### src/pfe_pkg.sv
// shared constants, types and letter helpers for the playfair encipher core
`timescale 1ns / 1ps

package pfe_pkg;

   localparam int SQUARE_SIDE = 5;
   localparam int ALPHABET    = 26;
   localparam int LETTER_W    = 5;
   localparam int POS_W       = 3;
   localparam int POSITION_W  = 2 * POS_W;
   localparam int LETTER_AW   = $clog2(ALPHABET);

   localparam logic [LETTER_W-1:0] CODE_I = 5'd8;
   localparam logic [LETTER_W-1:0] CODE_J = 5'd9;
   localparam logic [LETTER_W-1:0] CODE_X = 5'd23;

   // one placement into the key square
   typedef struct packed {
      logic                en;
      logic [LETTER_W-1:0] letter;
      logic [POS_W-1:0]    row;
      logic [POS_W-1:0]    col;
   } place_type;

   // out-of-range codes become x, j folds into i
   function automatic logic [LETTER_W-1:0] normalize(input logic [LETTER_W-1:0] code);
      logic [LETTER_W-1:0] c;
      c = code;
      if (c >= LETTER_W'(ALPHABET)) begin
         c = CODE_X;
      end
      if (c == CODE_J) begin
         c = CODE_I;
      end
      return c;
   endfunction

endpackage

### src/pfe_ram.sv
// generic single-write, single-read ram with registered read data
`timescale 1ns / 1ps

module pfe_ram #(
   parameter int WIDTH = 8,
   parameter int DEPTH = 32
) (
   input  logic                     clock,
   input  logic                     wr_en,
   input  logic [$clog2(DEPTH)-1:0] wr_addr,
   input  logic [WIDTH-1:0]         wr_data,
   input  logic                     rd_en,
   input  logic [$clog2(DEPTH)-1:0] rd_addr,
   output logic [WIDTH-1:0]         rd_data
);

   logic [WIDTH-1:0] mem_ff [DEPTH];
   logic [WIDTH-1:0] rd_data_ff;

   always_ff @(posedge clock) begin
      if (wr_en) begin
         mem_ff[wr_addr] <= wr_data;
      end
      if (rd_en) begin
         rd_data_ff <= mem_ff[rd_addr];
      end
   end

   assign rd_data = rd_data_ff;

endmodule

### src/pfe_key_fill.sv
// key square fill tracking: used flags, fill count and next free cell
`timescale 1ns / 1ps

module pfe_key_fill #(
   parameter int SQUARE_SIDE = pfe_pkg::SQUARE_SIDE
) (
   input  logic                                  clock,
   input  logic                                  reset,
   input  logic                                  place_en,
   input  logic [pfe_pkg::LETTER_W-1:0]          place_letter,
   output pfe_pkg::place_type                    place,
   output logic [$clog2(SQUARE_SIDE*SQUARE_SIDE)-1:0]   place_cell,
   output logic [$clog2(SQUARE_SIDE*SQUARE_SIDE+1)-1:0] fill_count,
   output logic [pfe_pkg::ALPHABET-1:0]          used
);

   localparam int CELLS   = SQUARE_SIDE * SQUARE_SIDE;
   localparam int CELL_AW = $clog2(CELLS);
   localparam int FILL_W  = $clog2(CELLS + 1);

   logic [pfe_pkg::ALPHABET-1:0] used_ff;
   logic [FILL_W-1:0]            fill_ff;
   logic [pfe_pkg::POS_W-1:0]    row_ff;
   logic [pfe_pkg::POS_W-1:0]    col_ff;
   logic                         full;

   assign full = (fill_ff == FILL_W'(CELLS));

   always_comb begin
      place.en     = place_en && !full
                     && !used_ff[place_letter[pfe_pkg::LETTER_AW-1:0]];
      place.letter = place_letter;
      place.row    = row_ff;
      place.col    = col_ff;
   end

   assign place_cell = fill_ff[CELL_AW-1:0];
   assign fill_count = fill_ff;
   assign used       = used_ff;

   always_ff @(posedge clock) begin
      if (reset) begin
         used_ff <= '0;
         fill_ff <= '0;
         row_ff  <= '0;
         col_ff  <= '0;
      end else if (place.en) begin
         used_ff[place_letter[pfe_pkg::LETTER_AW-1:0]] <= 1'b1;
         fill_ff <= fill_ff + FILL_W'(1);
         if (col_ff == pfe_pkg::POS_W'(SQUARE_SIDE - 1)) begin
            col_ff <= '0;
            row_ff <= row_ff + pfe_pkg::POS_W'(1);
         end else begin
            col_ff <= col_ff + pfe_pkg::POS_W'(1);
         end
      end
   end

endmodule

### src/pfe_out_buf.sv
// two-entry result buffer that hands out one enciphered pair
`timescale 1ns / 1ps

module pfe_out_buf (
   input  logic                         clock,
   input  logic                         reset,
   input  logic                         load,
   input  logic [pfe_pkg::LETTER_W-1:0] first_letter,
   input  logic [pfe_pkg::LETTER_W-1:0] second_letter,
   input  logic                         last_pair,
   output logic                         empty,
   output logic                         rsp_valid,
   input  logic                         rsp_ready,
   output logic [pfe_pkg::LETTER_W-1:0] rsp_cipher_letter,
   output logic                         rsp_last_out
);

   logic [1:0]                   count_ff;
   logic [pfe_pkg::LETTER_W-1:0] first_ff;
   logic [pfe_pkg::LETTER_W-1:0] second_ff;
   logic                         last_ff;

   assign empty             = (count_ff == 2'd0);
   assign rsp_valid         = !empty;
   assign rsp_cipher_letter = (count_ff == 2'd2) ? first_ff : second_ff;
   assign rsp_last_out      = (count_ff == 2'd1) && last_ff;

   always_ff @(posedge clock) begin
      if (reset) begin
         count_ff <= 2'd0;
      end else if (load && empty) begin
         count_ff <= 2'd2;
      end else if (rsp_valid && rsp_ready) begin
         count_ff <= count_ff - 2'd1;
      end
   end

   always_ff @(posedge clock) begin
      if (load && empty) begin
         first_ff  <= first_letter;
         second_ff <= second_letter;
         last_ff   <= last_pair;
      end
   end

endmodule

### src/playfair_encipher_core.sv
// playfair encipher core: key square build, letter pairing and pair lookup
// a message pair's first cipher letter appears once its closing letter has passed POSA, POSB, CALC, CELLA, CELLB, DONE
// key letters and pair openers leave the core ready for the next item; a closing letter holds
//   req_ready low for two position-ram and two square-ram reads in sequence, longer while a pair waits
// the last key letter starts a walk over the alphabet to fill the square
// synchronous active-high reset empties the square, the pairing state and the result buffer
`timescale 1ns / 1ps

module playfair_encipher_core #(
   parameter int SQUARE_SIDE = pfe_pkg::SQUARE_SIDE
) (
   input  logic                         clock,
   input  logic                         reset,
   input  logic                         req_valid,
   output logic                         req_ready,
   input  logic                         req_func,
   input  logic [pfe_pkg::LETTER_W-1:0] req_letter,
   input  logic                         req_last,
   output logic                         rsp_valid,
   input  logic                         rsp_ready,
   output logic [pfe_pkg::LETTER_W-1:0] rsp_cipher_letter,
   output logic                         rsp_last_out
);

   localparam int CELLS   = SQUARE_SIDE * SQUARE_SIDE;
   localparam int CELL_AW = $clog2(CELLS);
   localparam int FILL_W  = $clog2(CELLS + 1);
   localparam int LW      = pfe_pkg::LETTER_W;
   localparam int PW      = pfe_pkg::POS_W;

   // sequencer states
   localparam logic [2:0] ST_IDLE  = 3'd0;  // take items
   localparam logic [2:0] ST_FILL  = 3'd1;  // walk the alphabet after the last key letter
   localparam logic [2:0] ST_POSA  = 3'd2;  // read position of first pair letter
   localparam logic [2:0] ST_POSB  = 3'd3;  // read position of second pair letter
   localparam logic [2:0] ST_CALC  = 3'd4;  // row/column rules, cell addresses
   localparam logic [2:0] ST_CELLA = 3'd5;  // read first cipher cell
   localparam logic [2:0] ST_CELLB = 3'd6;  // read second cipher cell
   localparam logic [2:0] ST_DONE  = 3'd7;  // hand the pair to the result buffer

   logic [2:0]   state_ff, state_in;
   logic [LW-1:0] walk_ff;          // alphabet walk letter
   logic [LW-1:0] held_ff;          // first letter of an open pair
   logic          held_valid_ff;
   logic [LW-1:0] prev_ff;          // previous message letter after replacement
   logic          prev_valid_ff;
   logic [LW-1:0] pair_a_ff, pair_b_ff;
   logic          pair_last_ff;
   logic [pfe_pkg::POSITION_W-1:0] pos_a_ff;
   logic [CELL_AW-1:0] addr1_ff, addr2_ff, addr1_in, addr2_in;
   logic [LW-1:0] o1_ff;

   logic          accept;
   logic [LW-1:0] letter_n;
   logic [LW-1:0] msg_letter;

   // key fill and ram ports
   logic                      place_en;
   logic [LW-1:0]             place_letter;
   pfe_pkg::place_type        place;
   logic [CELL_AW-1:0]        place_cell;
   logic [FILL_W-1:0]         fill_count;
   logic [pfe_pkg::ALPHABET-1:0] used;

   logic [pfe_pkg::POSITION_W-1:0] pos_rdata, pos_b;
   logic [LW-1:0]                  sq_rdata, o2;
   logic                           buf_empty;
   logic                           buf_load;

   assign req_ready = (state_ff == ST_IDLE);
   assign accept    = req_valid && req_ready;

   // j folds into i, repeat of the previous message letter becomes x
   assign letter_n   = pfe_pkg::normalize(req_letter);
   assign msg_letter = (prev_valid_ff && (letter_n == prev_ff)) ? pfe_pkg::CODE_X : letter_n;

   // placement: key letter on accept, or one alphabet letter per walk cycle (j skipped)
   assign place_en     = (accept && !req_func)
                         || ((state_ff == ST_FILL) && (walk_ff != pfe_pkg::CODE_J));
   assign place_letter = (state_ff == ST_FILL) ? walk_ff : letter_n;

   pfe_key_fill #(
      .SQUARE_SIDE(SQUARE_SIDE)
   ) u_key_fill (
      .clock       (clock),
      .reset       (reset),
      .place_en    (place_en),
      .place_letter(place_letter),
      .place       (place),
      .place_cell  (place_cell),
      .fill_count  (fill_count),
      .used        (used)
   );

   // letter -> {row, col}; an unplaced letter reads as row 0 column 0
   pfe_ram #(
      .WIDTH(pfe_pkg::POSITION_W),
      .DEPTH(pfe_pkg::ALPHABET)
   ) u_pos_ram (
      .clock  (clock),
      .wr_en  (place.en),
      .wr_addr(place.letter[pfe_pkg::LETTER_AW-1:0]),
      .wr_data({place.row, place.col}),
      .rd_en  ((state_ff == ST_POSA) || (state_ff == ST_POSB)),
      .rd_addr((state_ff == ST_POSA) ? pair_a_ff[pfe_pkg::LETTER_AW-1:0]
                                     : pair_b_ff[pfe_pkg::LETTER_AW-1:0]),
      .rd_data(pos_rdata)
   );

   // cell -> letter, row-major; an unfilled cell reads as a
   pfe_ram #(
      .WIDTH(LW),
      .DEPTH(CELLS)
   ) u_square_ram (
      .clock  (clock),
      .wr_en  (place.en),
      .wr_addr(place_cell),
      .wr_data(place.letter),
      .rd_en  ((state_ff == ST_CELLA) || (state_ff == ST_CELLB)),
      .rd_addr((state_ff == ST_CELLA) ? addr1_ff : addr2_ff),
      .rd_data(sq_rdata)
   );

   // second position arrives in the calc cycle
   assign pos_b = used[pair_b_ff[pfe_pkg::LETTER_AW-1:0]] ? pos_rdata : '0;

   // playfair rules on the two positions
   always_comb begin
      logic [PW-1:0] r1, c1, r2, c2;
      logic [PW-1:0] r1n, c1n, r2n, c2n;
      logic [PW-1:0] row1, col1, row2, col2;
      r1  = pos_a_ff[2*PW-1:PW];
      c1  = pos_a_ff[PW-1:0];
      r2  = pos_b[2*PW-1:PW];
      c2  = pos_b[PW-1:0];
      r1n = (r1 == PW'(SQUARE_SIDE - 1)) ? '0 : r1 + PW'(1);
      c1n = (c1 == PW'(SQUARE_SIDE - 1)) ? '0 : c1 + PW'(1);
      r2n = (r2 == PW'(SQUARE_SIDE - 1)) ? '0 : r2 + PW'(1);
      c2n = (c2 == PW'(SQUARE_SIDE - 1)) ? '0 : c2 + PW'(1);
      if (r1 == r2) begin
         // same row: shift right
         row1 = r1;  col1 = c1n;
         row2 = r2;  col2 = c2n;
      end else if (c1 == c2) begin
         // same column: shift down
         row1 = r1n; col1 = c1;
         row2 = r2n; col2 = c2;
      end else begin
         // rectangle: swap corners
         row1 = r1;  col1 = c2;
         row2 = r2;  col2 = c1;
      end
      addr1_in = CELL_AW'(int'(row1) * SQUARE_SIDE + int'(col1));
      addr2_in = CELL_AW'(int'(row2) * SQUARE_SIDE + int'(col2));
   end

   assign o2       = (FILL_W'(addr2_ff) < fill_count) ? sq_rdata : '0;
   assign buf_load = (state_ff == ST_DONE) && buf_empty;

   always_comb begin
      state_in = state_ff;
      case (state_ff)
         ST_IDLE: begin
            if (accept) begin
               if (!req_func) begin
                  if (req_last) begin
                     state_in = ST_FILL;
                  end
               end else if (held_valid_ff || req_last) begin
                  state_in = ST_POSA;
               end
            end
         end
         ST_FILL: begin
            if (walk_ff == LW'(pfe_pkg::ALPHABET - 1)) begin
               state_in = ST_IDLE;
            end
         end
         ST_POSA:  state_in = ST_POSB;
         ST_POSB:  state_in = ST_CALC;
         ST_CALC:  state_in = ST_CELLA;
         ST_CELLA: state_in = ST_CELLB;
         ST_CELLB: state_in = ST_DONE;
         ST_DONE: begin
            // wait for the previous pair to drain
            if (buf_empty) begin
               state_in = ST_IDLE;
            end
         end
         default:  state_in = ST_IDLE;
      endcase
   end

   always_ff @(posedge clock) begin
      if (reset) begin
         state_ff      <= ST_IDLE;
         walk_ff       <= '0;
         held_valid_ff <= 1'b0;
         held_ff       <= '0;
         prev_valid_ff <= 1'b0;
         prev_ff       <= '0;
      end else begin
         state_ff <= state_in;
         if (state_ff == ST_FILL) begin
            walk_ff <= walk_ff + LW'(1);
         end
         if (accept && !req_func && req_last) begin
            walk_ff <= '0;
         end
         if (accept && req_func) begin
            if (held_valid_ff) begin
               held_valid_ff <= 1'b0;
            end else if (!req_last) begin
               held_ff       <= msg_letter;
               held_valid_ff <= 1'b1;
            end
            if (req_last) begin
               // message ends: next one starts afresh
               held_valid_ff <= 1'b0;
               held_ff       <= '0;
               prev_valid_ff <= 1'b0;
               prev_ff       <= '0;
            end else begin
               prev_valid_ff <= 1'b1;
               prev_ff       <= msg_letter;
            end
         end
      end
   end

   // pair datapath registers
   always_ff @(posedge clock) begin
      if (accept && req_func) begin
         pair_a_ff    <= held_valid_ff ? held_ff : msg_letter;
         pair_b_ff    <= held_valid_ff ? msg_letter : pfe_pkg::CODE_X;
         pair_last_ff <= req_last;
      end
      if (state_ff == ST_POSB) begin
         pos_a_ff <= used[pair_a_ff[pfe_pkg::LETTER_AW-1:0]] ? pos_rdata : '0;
      end
      if (state_ff == ST_CALC) begin
         addr1_ff <= addr1_in;
         addr2_ff <= addr2_in;
      end
      if (state_ff == ST_CELLB) begin
         o1_ff <= (FILL_W'(addr1_ff) < fill_count) ? sq_rdata : '0;
      end
   end

   pfe_out_buf u_out_buf (
      .clock            (clock),
      .reset            (reset),
      .load             (buf_load),
      .first_letter     (o1_ff),
      .second_letter    (o2),
      .last_pair        (pair_last_ff),
      .empty            (buf_empty),
      .rsp_valid        (rsp_valid),
      .rsp_ready        (rsp_ready),
      .rsp_cipher_letter(rsp_cipher_letter),
      .rsp_last_out     (rsp_last_out)
   );

endmodule

### config.mk
export PLATFORM = sky130hd
export DESIGN_NAME = playfair_encipher_core
export DESIGN_NICKNAME = d
export VERILOG_FILES = /design/src/pfe_pkg.sv /design/src/pfe_ram.sv /design/src/pfe_key_fill.sv /design/src/pfe_out_buf.sv /design/src/playfair_encipher_core.sv
export SDC_FILE = /design/constraint.sdc
export NUM_CORES = 1
export LEC_CHECK = 0
export ABC_AREA = 1
export BUFFER_PORTS_ARGS = -buffer_cell sky130_fd_sc_hd__buf_4
export CORE_MARGIN = 3
export CORE_UTILIZATION = 30
export DETAILED_ROUTE_END_ITERATION = 10
export PLACE_DENSITY = 0.55
export SLEW_MARGIN = 20
export SYNTH_ARGS = -nofsm -noshare
export SYNTH_HDL_FRONTEND = slang
export SYNTH_SLANG_ARGS = --single-unit
### constraint.sdc
create_clock -name clock -period 11.01 [get_ports clock]
set_clock_uncertainty 0.05 [all_clocks]
set_input_delay 1.101 -clock clock [delete_from_list [all_inputs] [get_ports clock]]
set_output_delay 1.101 -clock clock [all_outputs]
set_load 0.02 [all_outputs]
==> summary.txt, run 1 <==
Tmin final - 5.17 ns
Cts hold-fix bufs - 0
Hold Path End - u_out_buf.first_ff[0]
RSZ-0062 raised after global routing - no
Vias in the first global route - 12500
Area delta synth->final - 13.1%
Crit path kind - input pin to register
Final hold vios - 0
Post-CTS Setup Repair Bufs - 0
Top FF cell, synth - edfxtp_1
Synthesis Warnings - 0
Clock Pin Slew Worst Setup and Hold Paths - 0.06 ns
CTS HTree Levels - 2
Total CTS buffers - 42
Worst Setup Start Kind - input pin
Average wire per standard cell - 18.0 µm
Total track usage - 14.3%
Max-Cap Viols - 0
Worst R2R End - u_square_ram.mem_ff[15][4]
Post-synthesis area per instance - 10.5 µm²
Vias/cell - 5.03
WP buf/inv - 4
Filler cell count - 5894
Max Clock Freq - 193 MHz
First DRT Iteration DRCs - 1085
Clock sink total - 394
Clk buf depth - 3
Slew HR - 29.9%
N_diodes - 0
Slew Viols, Final - 0
Layout cells sized above 1 - 9.89%
Leak - 7.19 nW
Synthesized instance count - 1711
Slowest CP cell - o21ai_4
VDD IR max - 0.000132 V
Number of synthesized register bits - 394
Routability cong. - 0.848
Worst R2R Setup Slack - 6.00 ns
Die area - 62800 µm²
Power density over the cells - 168 nW/µm²
Io pins - 19
Sequential area share after synthesis - 62.7%
Die width - 251 µm
Hold depth - 0
Worst slew pin tran - 1.05 ns
CTS tree - done
Dominant cells by area after synthesis - edfxtp_1 (56%), dfxtp_1 (6.6%), o21ai_0 (5.9%)
Syn_nets - 1768
DRC errors left - 0
CP Capture Type - register
Fin crit share - 47.0%
Total grt overflow - 0
Drt total wl - 45500 µm
Final core occ - 34.3%
Cell Rows - 89
HP Class - register to register
Die height - 251 µm
Initial core utilization - 30.3%
Core Area - 59100 µm²
Post-DRT Antenna Nets - 0
Arr. time, crit path - 5.34 ns
Nets - 1773
Required time worst endpoint - 11.17 ns
Hold Path Origin - o1_ff[0]
Vias post-DR - 12700
Post-synth top area share - 56.1%
R2R depth - 12
Antenna violations before repair - 1
CP Max Fanout - 29
CP cell instances - buf_4, nor2_1, nor2_2, inv_2, nand2_1, o21ai_4, inv_1, nand3_1, nor2_2, nor2_4, nand2_2, inv_2, nand2_1, nor2_1
First-pass detailed-route iteration total - 5
Port buffer count - 18
Cell Area, Synth - 17900 µm²
Post-synth top area cell - edfxtp_1
Async set-or-reset flop fraction in the synthesized netlist - 0%
Critical R2R Launch - state_ff[1]
Final Setup Violations - 0
Largest net degree at the start of global routing - 80
HPWL Detailed - 29800 µm
First-pass GRT wire length - 71100 µm
Total Neg Setup Slack - 0 ns
Clk_lat worst skew - 0.59 ns
Gates resized, CTS repair - 0
Max stage delay on crit path - 0.81 ns
Outcome - finished, final reports clean
Post-synth EDFFs - 335
CTS Root Cell - clkbuf_16
Synth cell types - 44
Top delay family on crit path - simple AND/OR/NAND/NOR gates
final cells by class:
| type | count | area, µm² | area share (%) |
|---|---|---|---|
| sequential | 394 | 11200 | 55.4 |
| inverter | 159 | 599 | 2.95 |
| clock inverter | 23 | 285 | 1.41 |
| multi-input combinational | 1083 | 5780 | 28.5 |
| tap | 773 | 967 | 4.77 |
| clock buffer | 54 | 1150 | 5.65 |
| timing repair buffer | 36 | 270 | 1.33 |
logic make-up (layout without fill, tap and decap cells):
kind of cell / count (synthesis) / in the layout / synth area share [%]
mux: 9 / 9 / 0.565
fa+ha+maj: 46 / 46 / 3.29
flops: 394 / 394 / 62.7
buf+inv: 234 / 272 / 5.29
xor+xnor: 13 / 13 / 0.635
simple gates: 625 / 625 / 14.8
compound gates: 390 / 390 / 12.8
worst register-to-register path: stages, from the launching register on:
cell and delay, ns:
dfxtp_1 0.50, nor2_4 0.07, nand2_4 0.18, inv_2 0.13
o21ai_4 0.82, inv_1 0.18, nand3_1 0.34, nor2_2 0.10
nor2_4 0.37, nand2_2 0.39, inv_2 0.59, nand2_1 0.45
nor2_1 0.47
cell usage after synthesis, types with 6 or more instances:
cell type	number
edfxtp_1	335
nor2_1	255
nand2_1	220
o21ai_0	213
inv_1	145
nand3_1	83
a21oi_1	61
dfxtp_1	59
clkbuf_1	56
o221ai_1	48
ha_1	44
nand4_1	24
o211ai_1	19
o22ai_1	15
nand2_2	14
a21oi_2	12
buf_2	11
inv_2	9
mux2_2	9
xor2_1	9
a31oi_1	7
o21ai_1	7
or2_2	7
nor3_1	6
per-stage QoR:
stage / hold WS [ns] / setup WS (ns) / total power (W) / cells / cell area [µm²]
detailed placement: 0.355 / 5.22 / 0.00198 / 2445 / 18900
global route: 0.372 / 5.49 / 0.00354 / 2522 / 20300
global placement: 0.353 / 5.47 / 0.00198 / 2445 / 18900
floorplan: 0.350 / 6.99 / 0.00188 / 1711 / 17900
finish: 0.369 / 5.84 / 0.00342 / 2522 / 20300
CTS: 0.370 / 5.86 / 0.00345 / 2522 / 20300
routing by layer:
metal | share of wire (%) | up-vias | GRT usage [%]
li1 | - | 6041 | -
met1 | 44 | 6144 | 18.7
met2 | 48 | 401 | 24.0
met3 | 5.7 | 98 | 2.73
met4 | 3.0 | 2 | 4.83
met5 | 0.026 | - | 0
sequential cells by signal, indices dropped and copies added, names as in the netlist, 6 cells and up:
register	flops
pos_a_ff	6
u_square_ram.mem_ff	125
u_pos_ram.rd_data	6
u_pos_ram.mem_ff	156
u_key_fill.used	26
report_power, final:
part	internal (W)	total [W]	switching, W
registers	0.00165	0.00167	0.0000168
logic	0.0000721	0.000282	0.000210
clock network	0.000862	0.00147	0.000606
total	0.00258	0.00342	0.000832
cells in the final DEF (no fill, tap or decap), types with 3 or more instances in the layout:
cell,instances
nand3_1,83
bufinv_16,5
nand3_2,3
clkinv_2,6
inv_1,145
o221ai_1,48
nor3_1,5
or2_2,7
a31oi_1,7
clkinv_4,3
o22ai_1,15
a21oi_2,12
edfxtp_1,335
a21oi_1,61
o21ai_0,212
nand2_1,219
xnor2_1,4
xor2_1,9
nand4_1,24
inv_2,9
dfxtp_1,59
buf_4,36
clkbuf_16,42
clkbuf_8,5
o211ai_1,19
nand2_2,15
clkinv_1,10
clkbuf_1,7
mux2_2,9
nor2_1,254
nor2_2,6
ha_1,44
o21ai_1,6
nor2_4,4
worst max-delay path by stage:
stage / start / to / slack (ns) / cells after the start
after floorplan: req_letter[1] / u_pos_ram.mem_ff[14][0] / 6.99 / 16
after global placement: req_letter[1] / u_pos_ram.mem_ff[16][3] / 5.47 / 14
after detailed placement: req_letter[1] / u_square_ram.mem_ff[15][2] / 5.22 / 14
after CTS: req_letter[1] / u_square_ram.mem_ff[15][0] / 5.86 / 14
after global routing: req_letter[1] / u_square_ram.mem_ff[21][2] / 5.49 / 16
final: req_letter[1] / u_square_ram.mem_ff[15][4] / 5.84 / 14
(Power assumes the default switching activity.)
==> run 2, diff against run 1 <==
- PLACE_DENSITY: 0.55 -> 0.56
- clock period: 11.01 -> 4.3 ns (I/O delays scaled with it)
==> summary.txt, run 2 (synthesized netlist as in run 1, its figures left out) <==
Required time worst endpoint - 4.56 ns (-6.61 ns)
CTS Root Cell - clkbuf_16
Place WS - -0.0828 ns (-5.31 ns)
Average wire per standard cell - 17.6 µm (-2.4%)
FF+latch area - 11200 µm² (about the same)
Filler cell count - 5864 (-0.51%)
Core Area - 59100 µm² (unchanged)
Largest net degree at the start of global routing - 79 (-1.3%)
Initial core utilization - 30.3% (unchanged)
Worst Setup Start Kind - register
Nets - 1789 (+0.90%)
Gate power share - 8.5% (+0.3 points)
Layout cells sized above 1 - 10.9% (+0.99 points)
Vias/cell - 4.97 (-1.3%)
First DRT Iteration DRCs - 962 (-11%)
CP Max Fanout - 11 (-62%)
Post-DRT Antenna Nets - 0 (unchanged)
Max-Cap Viols - 0 (unchanged)
N_diodes - 0 (unchanged)
Top reg by flops - u_pos_ram.mem_ff
Seq pwr share - 49.9% (+1.1 points)
HPWL Detailed - 29700 µm (-0.16%)
Leak - 7.22 nW (+0.43%)
Clock power frac - 41.7% (-1.3 points)
Arr. time, crit path - 4.20 ns (-1.14 ns)
Psw - 0.00210 W (+150%)
Antenna violations before repair - 0 (-1)
CP Capture Type - register
CTS tree - done
CTS HTree Levels - 2 (unchanged)
HP Class - input pin to register
Vias in the first global route - 12400 (-0.75%)
Io pins - 19 (unchanged)
Post-DP Area - 18900 µm² (+0.44%)
Total CTS buffers - 42 (unchanged)
Clock Pin Slew Worst Setup and Hold Paths - 0.06 ns (about the same)
Leading cell type in the layout, fill and taps excluded - edfxtp_1
Final hold vios - 0 (unchanged)
Critical R2R Launch - pair_b_ff[0]
Die height - 251 µm (unchanged)
Clk buf depth - 3 (unchanged)
Fin crit share - 91.7%
Hold slack - 0.170 ns (-0.198 ns)
Slew Viols, Final - 0 (unchanged)
Clock sink total - 394 (unchanged)
Vias post-DR - 12600 (-0.69%)
Clk_lat worst skew - 0.57 ns (-0.02 ns)
Placed cells - 2456 (+0.45%)
Die width - 251 µm (unchanged)
Worst R2R End - addr1_ff[4]
Hold Path End - u_out_buf.count_ff[0]
R2R depth - 26 (+14)
Final Setup Violations - 0 (unchanged)
Tmin final - 3.94 ns
Worst slew pin tran - 1.04 ns (-0.0115 ns)
Final Instance Area - 20400 µm² (+0.49%)
Worst setup margin - 0.357 ns (-5.48 ns)
Hold depth - 3 (+3)
Internal - 0.00649 W (+150%)
Post-route insts no fill - 2537 (+0.59%)
First-pass detailed-route iteration total - 8 (+3)
Slew HR - 30.6% (+0.78 points)
Most frequent cells in the layout - edfxtp_1 (335), nor2_1 (254), nand2_1 (217)
Total Neg Setup Slack - 0 ns (unchanged)
Max Clock Freq - 254 MHz
Crit path kind - register to register
First-pass GRT wire length - 70500 µm (-0.78%)
Power density over the cells - 421 nW/µm² (+150%)
Area delta synth->final - 13.6%
Multi-input combinational cell area - 5810 µm² (+0.52%)
VDD IR max - 0.000316 V (+140%)
Routability cong. - 0.890 (+5.0%)
Total track usage - 14.0% (-0.32 points)
Drt total wl - 44700 µm (-1.8%)
Port buffer count - 18 (unchanged)
Worst R2R Setup Slack - 0.36 ns (-5.64 ns)
Die area - 62800 µm² (unchanged)
Total grt overflow - 0 (unchanged)
Hold Path Origin - rsp_ready
DRC errors left - 0 (unchanged)
Switching share of power - 24.4% (+0.034 points)
Outcome - finished, final reports clean
Max reg flops - 156 (unchanged)
Cell Rows - 89 (unchanged)
## run 2: timing repair
item	in CTS	in global routing
resized for setup	1	14
endpoints found under the hold margin	1	0
setup buffers	0	4
setup endpoints to repair	2	6
hold buffers	1	0
## run 2: power by group through the flow
stage               registers (W)  logic (W)  clock network [W]
floorplan                 0.00434   0.000477                  0
global placement          0.00437   0.000709                  0
detailed placement        0.00437   0.000720                  0
CTS                       0.00429   0.000724            0.00366
global route              0.00429   0.000805            0.00383
finish                    0.00429   0.000726            0.00358
## run 2: metrics by stage
step                      utilization [%]  total power, W
after floorplan                         -         0.00482
after global placement               32.0         0.00507
after detailed placement             32.0         0.00509
after CTS                            34.3         0.00867
after global routing                 34.5         0.00892
final                                34.5         0.00859
## run 2: how the worst max path moves through the flow
stage	start	endpoint	slack [ns]	cells after the start
after floorplan	pair_b_ff[0]	addr1_ff[4]	0.62	27
after global placement	pair_b_ff[0]	addr1_ff[4]	0.13	26
after detailed placement	pair_b_ff[0]	addr1_ff[4]	-0.08	26
after CTS	pair_b_ff[0]	addr1_ff[4]	0.01	25
after global routing	pair_b_ff[0]	addr1_ff[4]	-0.03	26
final	pair_b_ff[0]	addr1_ff[4]	0.36	26
## run 2: final cells by class
class / instances / area share, %
sequential: 394 / 55.2
multi-input combinational: 1083 / 28.5
clock buffer: 52 / 5.34
tap: 773 / 4.74
inverter: 159 / 2.96
timing repair buffer: 52 / 1.99
clock inverter: 24 / 1.31
## run 2: metal layers
metal	wire length [µm]	global-route usage [%]
met5	0	0
met1	19900	18.6
met4	1280	4.47
met2	21500	23.6
met3	1990	2.04
## run 2: worst max-delay path, stage by stage, from the launching register on
cell and delay [ns]:
edfxtp_1 0.47, buf_4 0.20, nand2_1 0.07, nand3_1 0.08
nand3_1 0.09, nand2_1 0.07, nand2_1 0.11, nand3_4 0.15
nand3_2 0.14, inv_1 0.07, nand2_1 0.07, nand2_1 0.10
nor2_4 0.17, nand2_2 0.10, inv_4 0.11, nand3_1 0.07
o21ai_1 0.13, ha_1 0.27, ha_1 0.33, ha_1 0.31
nand3_1 0.08, nand2_1 0.07, xor2_1 0.16, inv_1 0.06
nand3_1 0.07, nand2_1 0.06, inv_1 0.03
==> run 3, diff against run 2 <==
- CORE_UTILIZATION: 30 -> 35
- PLACE_DENSITY: 0.56 -> 0.62
==> summary.txt, run 3 (synthesized netlist as in run 1, its figures left out) <==
Crit path kind - register to register
Io pins - 19 (unchanged)
Die area - 54000 µm² (-14%)
Outcome - finished, final reports clean
Post-DRT Antenna Nets - 0 (unchanged)
CTS Root Cell - clkbuf_16
Clk_lat worst skew - 0.57 ns (about the same)
Critical Path Sink - addr1_ff[4]
Place WS - 0.00309 ns (+0.0859 ns)
Worst Setup SP - pair_b_ff[0]
Area delta synth->final - 12.4%
HP Class - input pin to register
Most frequent cells in the layout - edfxtp_1 (335), nor2_1 (254), nand2_1 (218)
Clk buf depth - 3 (unchanged)
Leak - 7.19 nW (-0.48%)
Nets - 1789 (unchanged)
Power density over the cells - 419 nW/µm² (-0.58%)
Average wire per standard cell - 17.7 µm (+0.40%)
Worst Setup Start Kind - register
Cell Rows - 82 (-7.9%)
First DRT Iteration DRCs - 1272 (+32%)
CP Capture Type - register
Total track usage - 15.8% (+1.8 points)
N_diodes - 0 (unchanged)
Max Clock Freq - 251 MHz (-0.97%)
Tmin final - 3.98 ns (+0.0385 ns)
Hold depth - 1 (-2)
Final Setup Violations - 0 (unchanged)
Max-Cap Viols - 0 (unchanged)
Core Area - 50400 µm² (-15%)
Max reg flops - 156 (unchanged)
Slew Viols, Final - 0 (unchanged)
Worst setup margin - 0.319 ns (-0.0385 ns)
Die height - 232 µm (-7.2%)
Clock Pin Slew Worst Setup and Hold Paths - 0.06 ns (about the same)
Multi-input combinational cell area - 5780 µm² (-0.39%)
Filler cell count - 4770 (-19%)
Total CTS buffers - 42 (unchanged)
FF+latch area - 11200 µm² (about the same)
Vias in the first global route - 12000 (-3.6%)
First-pass GRT wire length - 67800 µm (-3.8%)
CP Max Fanout - 11 (unchanged)
HPWL Detailed - 28400 µm (-4.7%)
Arr. time, crit path - 4.24 ns (+0.04 ns)
VDD IR max - 0.000235 V (-26%)
Drt total wl - 43100 µm (-3.6%)
Antenna violations before repair - 0 (unchanged)
Die width - 232 µm (-7.2%)
Vias post-DR - 12600 (+0.12%)
Port buffer count - 18 (unchanged)
R2R depth - 26 (unchanged)
Slew HR - 25.0% (-5.6 points)
Slowest CP cell - edfxtp_1
Worst R2R End - addr1_ff[4]
Vias/cell - 5.18 (+4.2%)
Top reg by flops - u_pos_ram.mem_ff
Required time worst endpoint - 4.56 ns (about the same)
Hold slack - 0.0461 ns (-0.124 ns)
First-pass detailed-route iteration total - 8 (unchanged)
CTS tree - done
Critical Path Most Common Cell - nand2_1
CTS HTree Levels - 2 (unchanged)
DRC errors left - 0 (unchanged)
Worst R2R Setup Slack - 0.32 ns (-0.04 ns)
Pwr Total - 0.00844 W (-1.7%)
Leading cell type in the layout, fill and taps excluded - edfxtp_1
Largest net degree at the start of global routing - 79 (unchanged)
Layout cells sized above 1 - 10.7% (-0.18 points)
Final hold vios - 0 (unchanged)
Max stage delay on crit path - 0.44 ns (-0.03 ns)
Final core occ - 40.0% (+5.5 points)
Routability cong. - 0.855 (-4.0%)
Initial core utilization - 35.6% (+5.3 points)
Worst slew pin tran - 1.12 ns (+0.0865 ns)
Total Neg Setup Slack - 0 ns (unchanged)
Total grt overflow - 0 (unchanged)
Fin crit share - 92.6% (+0.90 points)
Clock sink total - 394 (unchanged)
Critical R2R Launch - pair_b_ff[0]
## run 3: layout make-up
cell class                 count  share of cell area [%]
sequential                   394                    55.8
multi-input combinational   1083                    28.7
clock buffer                  51                    5.43
tap                          672                    4.17
inverter                     159                    2.97
timing repair buffer          52                    1.94
clock inverter                26                    1.02
## run 3: timing repair
action	CTS	global route
resized for setup	1	5
buffers inserted	0	1
hold buffers	0	0
setup endpoints to repair	2	6
## run 3: power by group
group | total (W) | internal (W) | leakage [nW] | switching [W]
sequential | 0.00427 | 0.00423 | 3.62 | 0.0000486
combinational | 0.000728 | 0.000200 | 2.94 | 0.000528
clock | 0.00344 | 0.00195 | 0.624 | 0.00149
## run 3: worst min path at each step
| stage | startpoint | to | slack [ns] |
|---|---|---|---|
| 6_report | req_last | pair_last_ff | 0.05 |
| 3_5_place_dp | o1_ff[1] | u_out_buf.first_ff[1] | 0.35 |
| 3_3_place_gp | pair_last_ff | u_out_buf.last_ff | 0.35 |
| 4_1_cts | req_last | pair_last_ff | 0.009 |
| 2_1_floorplan | o1_ff[0] | u_out_buf.first_ff[0] | 0.35 |
| 5_1_grt | req_last | pair_last_ff | 0.02 |
## run 3: layer usage
metal,GRT usage [%],part of all wire [%],vias up,wire (µm)
li1,-,-,6078,-
met1,22.4,45,6019,19400
met2,24.9,46,443,19700
met3,2.75,6.7,74,2900
met4,4.82,2.6,0,1100
met5,0,0,-,0
## run 3: through the flow
stage	area (µm²)	std cells
5_1_grt	20200	2437
6_report	20200	2437
4_1_cts	20100	2436
3_3_place_gp	18800	2359
3_5_place_dp	18800	2359
2_1_floorplan	17900	1711
## run 3: critical path: cells and delay by family (launching register included)
family                   cells  cell delay, ns
adder cells (fa/ha/maj)      3            0.84
AND/OR/NAND/NOR             15            1.46
AO/OA/AOI/OAI                2            0.29
buffers and inverters        5            0.51
flip-flops                   1            0.44
XOR/XNOR                     1            0.15
